==> config.mk <==
export PLATFORM = sky130hd
export DESIGN_NAME = byte_string_bucket_hash_flat
export DESIGN_NICKNAME = d
export VERILOG_FILES = /design/src/sv/bsbh_pkg.sv /design/src/sv/bsbh_ifs.sv /design/src/sv/bsbh_mul.sv /design/src/sv/bsbh_div.sv /design/src/sv/byte_string_bucket_hash.sv /design/src/flat_wrapper.sv
export SDC_FILE = /design/constraint.sdc
export NUM_CORES = 2
export LEC_CHECK = 0
export BUFFER_PORTS_ARGS = -buffer_cell sky130_fd_sc_hd__clkbuf_2
export CORE_MARGIN = 3
export CORE_UTILIZATION = 35
export DETAILED_ROUTE_END_ITERATION = 10
export GPL_ROUTABILITY_DRIVEN = 0
export GPL_TIMING_DRIVEN = 0
export PLACE_DENSITY = 0.51
export SYNTH_ARGS = -nofsm -noshare
export SYNTH_HDL_FRONTEND = slang
export SYNTH_SLANG_ARGS = --single-unit
==> constraint.sdc <==
create_clock -name clock -period 13.5 [get_ports clock]
set_input_delay 2.7 -clock clock [delete_from_list [all_inputs] [get_ports clock]]
set_output_delay 2.7 -clock clock [all_outputs]
set_load 0.02 [all_outputs]
==> src/sv/bsbh_pkg.sv <==
// Shared types and constants of the byte-string bucket hash.
package bsbh_pkg;

   localparam int HASH_W      = 32;
   localparam int BYTE_W      = 8;
   localparam int LEN_W       = 7;
   localparam int MAX_KEY_LEN = 64;
   localparam int DIV_STEPS   = HASH_W;
   localparam int DIV_CNT_W   = $clog2(DIV_STEPS);

   localparam logic [LEN_W-1:0] MAX_LEN_VAL = LEN_W'(MAX_KEY_LEN);
   localparam logic [HASH_W-1:0] BUCKET_COUNT_RESET = HASH_W'(1024);

   typedef logic [HASH_W-1:0] word_type;

   // Operand pair issued to the shared multiplier.
   typedef struct packed {
      word_type a;
      word_type b;
   } mul_req_type;

   // Command to the remainder unit.
   typedef struct packed {
      logic     start;
      word_type dividend;
      word_type divisor;
   } div_req_type;

   // Status of the remainder unit.
   typedef struct packed {
      logic     busy;
      word_type remainder;
   } div_sts_type;

endpackage

==> src/sv/bsbh_ifs.sv <==
// Valid/ready channel interfaces for key bytes and hash results.
interface bsbh_req_if import bsbh_pkg::*; ();
   logic              valid;
   logic              ready;
   logic [BYTE_W-1:0] key_byte;
   logic [LEN_W-1:0]  key_length;

   modport source (output valid, output key_byte, output key_length, input ready);
   modport sink   (input valid, input key_byte, input key_length, output ready);
endinterface

interface bsbh_rsp_if import bsbh_pkg::*; ();
   logic     valid;
   logic     ready;
   word_type bucket_index;
   word_type hash_value;

   modport source (output valid, output bucket_index, output hash_value, input ready);
   modport sink   (input valid, input bucket_index, input hash_value, output ready);
endinterface

==> src/sv/bsbh_mul.sv <==
// Shared 32x32 multiplier keeping the low word, with a registered product.
module bsbh_mul
   import bsbh_pkg::*;
(
   input  logic        clock,
   input  mul_req_type mul_req,
   output word_type    prod_ff
);

   logic [2*HASH_W-1:0] full_prod;

   assign full_prod = {{HASH_W{1'b0}}, mul_req.a} * {{HASH_W{1'b0}}, mul_req.b};

   always_ff @(posedge clock) begin
      prod_ff <= full_prod[HASH_W-1:0];
   end

endmodule

==> src/sv/bsbh_div.sv <==
// Restoring radix-2 remainder unit, one quotient bit per cycle.
module bsbh_div
   import bsbh_pkg::*;
(
   input  logic        clock,
   input  logic        reset,
   input  div_req_type div_req,
   output div_sts_type div_sts
);

   logic                 busy_ff;
   logic [DIV_CNT_W-1:0] count_ff;
   word_type             rem_ff;
   word_type             dividend_ff;
   word_type             divisor_ff;
   logic [HASH_W+1:0]    trial;

   // A zero divisor never borrows, so the remainder ends equal to the dividend.
   assign trial = {1'b0, rem_ff, dividend_ff[HASH_W-1]} - {2'b00, divisor_ff};

   always_ff @(posedge clock) begin
      if (reset) begin
         busy_ff  <= 1'b0;
         count_ff <= '0;
      end else if (div_req.start) begin
         busy_ff  <= 1'b1;
         count_ff <= DIV_CNT_W'(DIV_STEPS - 1);
      end else if (busy_ff) begin
         count_ff <= count_ff - 1'b1;
         if (count_ff == '0) begin
            busy_ff <= 1'b0;
         end
      end
   end

   always_ff @(posedge clock) begin
      if (div_req.start) begin
         rem_ff      <= '0;
         dividend_ff <= div_req.dividend;
         divisor_ff  <= div_req.divisor;
      end else if (busy_ff) begin
         dividend_ff <= {dividend_ff[HASH_W-2:0], 1'b0};
         if (trial[HASH_W+1]) begin
            rem_ff <= {rem_ff[HASH_W-2:0], dividend_ff[HASH_W-1]};
         end else begin
            rem_ff <= trial[HASH_W-1:0];
         end
      end
   end

   assign div_sts.busy      = busy_ff;
   assign div_sts.remainder = rem_ff;

endmodule

==> src/sv/byte_string_bucket_hash.sv <==
// Top level of the byte-string bucket hash: sequencer, state and ports.
//
// Keys arrive one byte per transfer on req, with the key length repeated on
// every byte. Bytes whose length is zero or above MAX_KEY_LEN are taken and
// dropped without touching the running state. A byte that does not end its
// key passes through the states MUL_A, UPDATE and END before the next byte
// can be taken (the third and later bytes also pass through MUL_B, as they
// need two dependent multiplies); all multiplies run one at a time through a
// single shared 32x32 multiplier with a registered product. The last byte of
// a key also multiplies the hash by the length and then computes the bucket
// index in a bit-serial remainder unit before the next byte is taken. The
// result sits in an output register on rsp, so the next key can start while
// a result waits; a second result waits in the remainder unit until the
// first one has been transferred. A bucket count of zero yields a bucket
// index equal to the hash value. The csr write port loads the bucket count
// (reset value 1024) and is meant to be used only while the block is idle.
module byte_string_bucket_hash
   import bsbh_pkg::*;
(
   input  logic             clock,
   input  logic             reset,
   bsbh_req_if.sink         req,
   bsbh_rsp_if.source       rsp,
   input  logic             csr_wr_en,
   input  word_type         csr_wr_data
);

   typedef enum logic [2:0] {
      ST_IDLE,
      ST_MUL_A,
      ST_UPDATE,
      ST_MUL_B,
      ST_END,
      ST_FINAL,
      ST_DIV
   } state_type;

   state_type         state_ff, state_in;
   logic [BYTE_W-1:0] byte_ff, byte_in;
   logic [LEN_W-1:0]  len_ff, len_in;
   logic [LEN_W-1:0]  pos_ff, pos_in;
   word_type          hash_ff, hash_in;
   word_type          final_ff, final_in;
   word_type          bucket_count_ff, bucket_count_in;
   logic              rsp_valid_ff, rsp_valid_in;
   word_type          rsp_index_ff, rsp_index_in;
   word_type          rsp_hash_ff, rsp_hash_in;

   mul_req_type mul_req;
   word_type    prod;
   div_req_type div_req;
   div_sts_type div_sts;

   logic             req_accept;
   logic             len_ok;
   logic [LEN_W:0]   next_pos;
   word_type         factor;

   bsbh_mul u_mul (
      .clock   (clock),
      .mul_req (mul_req),
      .prod_ff (prod)
   );

   bsbh_div u_div (
      .clock   (clock),
      .reset   (reset),
      .div_req (div_req),
      .div_sts (div_sts)
   );

   assign req.ready  = (state_ff == ST_IDLE);
   assign req_accept = req.valid && req.ready;
   assign len_ok     = (req.key_length != '0) && (req.key_length <= MAX_LEN_VAL);
   assign next_pos   = {1'b0, pos_ff} + 1'b1;

   // Per-byte factor for the third and later bytes: byte*pos + length + pos.
   assign factor = prod + HASH_W'(len_ff) + HASH_W'(pos_ff);

   assign rsp.valid        = rsp_valid_ff;
   assign rsp.bucket_index = rsp_index_ff;
   assign rsp.hash_value   = rsp_hash_ff;

   // Operand selection for the shared multiplier.
   always_comb begin
      mul_req.a = HASH_W'(byte_ff);
      mul_req.b = HASH_W'(pos_ff);
      unique case (state_ff)
         ST_MUL_A: begin
            if (pos_ff == LEN_W'(1)) begin
               mul_req.b = HASH_W'(len_ff);
            end
         end
         ST_UPDATE: begin
            mul_req.a = hash_ff;
            mul_req.b = factor;
         end
         ST_END: begin
            mul_req.a = hash_ff;
            mul_req.b = HASH_W'(len_ff);
         end
         default: begin
         end
      endcase
   end

   always_comb begin
      state_in        = state_ff;
      byte_in         = byte_ff;
      len_in          = len_ff;
      pos_in          = pos_ff;
      hash_in         = hash_ff;
      final_in        = final_ff;
      bucket_count_in = csr_wr_en ? csr_wr_data : bucket_count_ff;
      rsp_valid_in    = rsp_valid_ff && !rsp.ready;
      rsp_index_in    = rsp_index_ff;
      rsp_hash_in     = rsp_hash_ff;

      div_req.start    = 1'b0;
      div_req.dividend = prod;
      div_req.divisor  = bucket_count_ff;

      unique case (state_ff)
         ST_IDLE: begin
            if (req_accept && len_ok) begin
               byte_in  = req.key_byte;
               len_in   = req.key_length;
               state_in = ST_MUL_A;
            end
         end
         ST_MUL_A: begin
            state_in = ST_UPDATE;
         end
         ST_UPDATE: begin
            // The first byte seeds the hash; the second adds byte*length.
            if (pos_ff == '0) begin
               hash_in  = HASH_W'(byte_ff);
               state_in = ST_END;
            end else if (pos_ff == LEN_W'(1)) begin
               hash_in  = hash_ff + prod;
               state_in = ST_END;
            end else begin
               state_in = ST_MUL_B;
            end
         end
         ST_MUL_B: begin
            hash_in  = prod;
            state_in = ST_END;
         end
         ST_END: begin
            if (next_pos < {1'b0, len_ff}) begin
               pos_in   = next_pos[LEN_W-1:0];
               state_in = ST_IDLE;
            end else begin
               state_in = ST_FINAL;
            end
         end
         ST_FINAL: begin
            // Product now holds hash*length; start the remainder and clear
            // the running state for the next key.
            final_in      = prod;
            div_req.start = 1'b1;
            hash_in       = '0;
            pos_in        = '0;
            state_in      = ST_DIV;
         end
         ST_DIV: begin
            if (!div_sts.busy && (!rsp_valid_ff || rsp.ready)) begin
               rsp_valid_in = 1'b1;
               rsp_index_in = div_sts.remainder;
               rsp_hash_in  = final_ff;
               state_in     = ST_IDLE;
            end
         end
         default: begin
            state_in = ST_IDLE;
         end
      endcase
   end

   always_ff @(posedge clock) begin
      if (reset) begin
         state_ff        <= ST_IDLE;
         pos_ff          <= '0;
         hash_ff         <= '0;
         bucket_count_ff <= BUCKET_COUNT_RESET;
         rsp_valid_ff    <= 1'b0;
      end else begin
         state_ff        <= state_in;
         pos_ff          <= pos_in;
         hash_ff         <= hash_in;
         bucket_count_ff <= bucket_count_in;
         rsp_valid_ff    <= rsp_valid_in;
      end
      byte_ff      <= byte_in;
      len_ff       <= len_in;
      final_ff     <= final_in;
      rsp_index_ff <= rsp_index_in;
      rsp_hash_ff  <= rsp_hash_in;
   end

endmodule

==> src/flat_wrapper.sv <==
// flat-port wrapper written by rule: the top's interface ports become plain ports
module byte_string_bucket_hash_flat import bsbh_pkg::*;
  (clock, reset, csr_wr_en, csr_wr_data, req_valid, req_key_byte, req_key_length, req_ready, rsp_valid, rsp_bucket_index, rsp_hash_value, rsp_ready);
  bsbh_req_if req_i ();
  bsbh_rsp_if rsp_i ();
  input  logic clock;
  input  logic reset;
  input  logic csr_wr_en;
  input  word_type csr_wr_data;
  input wire logic [$bits(req_i.valid)-1:0] req_valid;
  input wire logic [$bits(req_i.key_byte)-1:0] req_key_byte;
  input wire logic [$bits(req_i.key_length)-1:0] req_key_length;
  output wire logic [$bits(req_i.ready)-1:0] req_ready;
  output wire logic [$bits(rsp_i.valid)-1:0] rsp_valid;
  output wire logic [$bits(rsp_i.bucket_index)-1:0] rsp_bucket_index;
  output wire logic [$bits(rsp_i.hash_value)-1:0] rsp_hash_value;
  input wire logic [$bits(rsp_i.ready)-1:0] rsp_ready;
  assign req_i.valid = req_valid;
  assign req_i.key_byte = req_key_byte;
  assign req_i.key_length = req_key_length;
  assign req_ready = req_i.ready;
  assign rsp_valid = rsp_i.valid;
  assign rsp_bucket_index = rsp_i.bucket_index;
  assign rsp_hash_value = rsp_i.hash_value;
  assign rsp_i.ready = rsp_ready;
  byte_string_bucket_hash u_core (.clock(clock), .reset(reset), .req(req_i), .rsp(rsp_i), .csr_wr_en(csr_wr_en), .csr_wr_data(csr_wr_data));
endmodule
==> flow_summary_export.csv <==
group,metric,value,unit
die,die_w,307,um
clock_tree,clkSinkCount,320,
routing,route.detailed.drc,0,
logic_synthesis,synth_area,31700,um^2
grt,grt_pass1_vias,25500,
place,port_buffers,115,
logic_synthesis,synthTopCellsByArea,"fa_1 (26%), edfxtp_1 (17%), dfxtp_1 (9.1%)",
timing,max_freq,80.6,MHz
logic_synthesis,yosys_register_bits,320,
critical_path,r2r_cells,35,
critical_path,cp_top_family,"adder cells",
critical_path,start_kind,"flop",
die,initial_core_util,35.6,%
place,post-dp-hpwl,87800,um
critical_path,critPathMaxStageDelay,0.92,ns
power,vdd_drop_max,0.0785,mV
clock_tree,cts_root_buffer,"clkbuf_16",
logic_synthesis,yosysMostFrequentCell,"inv_1",
final_layout,nets,4267,
timing,setup_viol,0,
timing,fin_crit_sh,91.9,%
die,rows,109,
final_layout,syn2layout_area_growth,11.1,%
routing,wl_per_cell,22.9,um
routing,viasPerCell,5.23,
critical_path,cp_max_fo,10,
routing,firstDrtPassIters,6,
timing,setup_tns,0,ns
clock_tree,postCtsResizedCells,0,
final_layout,drive_above_1_share,6.68,%
clock_tree,clk_pin_slew,0.06,ns
power,total_power,3030,uW
logic_synthesis,syn_nets,4102,
die,fp.dieH,307,um
min_path,min_path_type,"reg -> reg",
critical_path,cp_common_cell,"fa_1",
outcome,outcome,"finished, final reports clean",
logic_synthesis,synth_top_cell_area_share,26.4,%
die,core-area,89200,um^2
logic_synthesis,synth_top_cell_by_area,"fa_1",
critical_path,worst-path-buf-inv,8,
logic_synthesis,ys_top_cells_by_count,"inv_1 (536), nand2_1 (520), fa_1 (418), nor2_1 (286), ha_1 (204)",
final_layout,fin_util,39.5,%
timing,rsz0062_at_grt,"false",
timing,drv_slew,0,
clock_tree,cts_buffers,39,
logic_synthesis,synth-seq-area-share,25.7,%
timing,max_slew_margin,10.2,%
logic_synthesis,yosysWarnings,0,
routing,via_count,25100,
timing,tightestPinTransition,1.31,ns
logic_synthesis,synth_edf_count,175,
place,dpl-instance-area,33900,um^2
grt,track_usage,23.7,%
job,cap_violations,0,
die,die_area,94300,um^2
min_path,worstHoldPathCells,0,
final_layout,final_area,35200,um^2
critical_path,cp.required,13.96,ns
routing,dr.first_iter.drc_count,2204,
grt,grt_antenna_before_repair,7,
timing,finalHoldViolations,0,
clock_tree,h-tree-depth,2,
power,power_density,85.9,nW/um^2
timing,hold_slack,0.416,ns
logic_synthesis,ys_types,89,
critical_path,critical_path_depth,35,
routing,ant_nets,0,
die,ioPinCount,118,
power,power_leakage,0.0163,uW
logic_synthesis,syn-instance-count,3428,
grt,overflow,0,
critical_path,end_kind,"flop",
logic_synthesis,postSynthAreaPerCell,9.26,um^2
grt,grt_pass1_wl,167000,um
clock_tree,hold_buffers,0,
clock_tree,post-cts-setup-buffers,0,
logic_synthesis,async_flop_share,0,%
clock_tree,clockBufferDepth,3,
clock_tree,cts_tree,"built",
timing,skew,0.0354,ns
timing,fin_crit,12.41,ns
routing,drt-total-wl,110000,um
critical_path,crit_type,"reg -> reg",
final_layout,fillers,9096,
clock_tree,clock_latency,0.60,ns
critical_path,cp.arrival,12.86,ns
critical_path,crit_slowest_cell,"xnor2_1",
logic_synthesis,ys.flop_type,"edfxtp_1",
grt,grt_max_degree,47,
cell families (layout without fill, tap and decap cells):
| logic type | after synthesis | count (layout) | share of synthesized area (%) |
|---|---|---|---|
| buffers and inverters | 695 | 891 | 8.32 |
| AO/OA/AOI/OAI | 439 | 439 | 9.31 |
| other | 0 | 5 | 0 |
| XOR/XNOR | 152 | 152 | 4.68 |
| multiplexers | 44 | 44 | 1.40 |
| AND/OR/NAND/NOR | 1156 | 1156 | 16.2 |
| adder cells (fa/ha/maj) | 622 | 622 | 34.4 |
| flip-flops | 320 | 320 | 25.7 |
worst paths after layout:
kind | startpoint | slack (ns) | endpoint
max reg2reg | u_core.u_mul.prod_ff[1] | 1.09 | u_core.u_mul.prod_ff[31]
min reg2reg | u_core.final_ff[15] | 0.42 | u_core.rsp.hash_value[15]
max | u_core.u_mul.prod_ff[1] | 1.09 | u_core.u_mul.prod_ff[31]
min | u_core.final_ff[15] | 0.42 | u_core.rsp.hash_value[15]
cell usage in the layout (no fill, tap or decap), types with 22 or more instances in the layout:
cell type / count
a31oi_1: 31
a221oi_1: 28
clkbuf_2: 115
mux2i_1: 42
inv_1: 536
nor2_1: 286
nand2_1: 519
clkbuf_16: 39
nor2b_1: 31
nand3_1: 67
dfxtp_1: 145
fa_1: 418
a21o_1: 54
clkbuf_1: 140
xor2_1: 37
and2_1: 45
edfxtp_1: 175
a21oi_1: 87
and3_1: 31
o21ai_0: 94
xnor2_1: 103
o21a_1: 22
ha_1: 204
a211oi_1: 24
nor3_1: 75
nand2b_1: 22
area by class of cell:
type,count,area (um^2),share of cell area (%)
multi-input cells,2413,21000,59.5
flip-flops and latches,320,8160,23.2
inverters,537,2020,5.72
well taps,1165,1460,4.14
clock buffers,49,1070,3.05
repair buffers,124,693,1.97
plain buffers,158,627,1.78
clock inverters,23,245,0.696
diodes,5,12.5,0.0355
report_power, final:
| group | switching (uW) | leakage (uW) | internal [uW] |
|---|---|---|---|
| registers | 106 | 0.00278 | 1100 |
| logic | 461 | 0.0129 | 266 |
| clock network | 475 | 0.000646 | 616 |
metrics by stage:
stage,worst slack (ns),cells
after floorplan,3.79,3428
after detailed placement,1.45,4717
after global placement,1.26,4708
after CTS,1.42,4789
after global routing,0.605,4790
final,1.09,4794
routing by layer:
layer | GRT usage, % | vias to the layer above | routed length, um
met5 | 0 | - | 0
met2 | 35.7 | 1004 | 46900
met1 | 34.1 | 12500 | 49600
li1 | - | 11400 | -
met3 | 4.30 | 203 | 9290
met4 | 8.35 | 0 | 4200
Note: power is estimated with default switching activity, not from simulation.
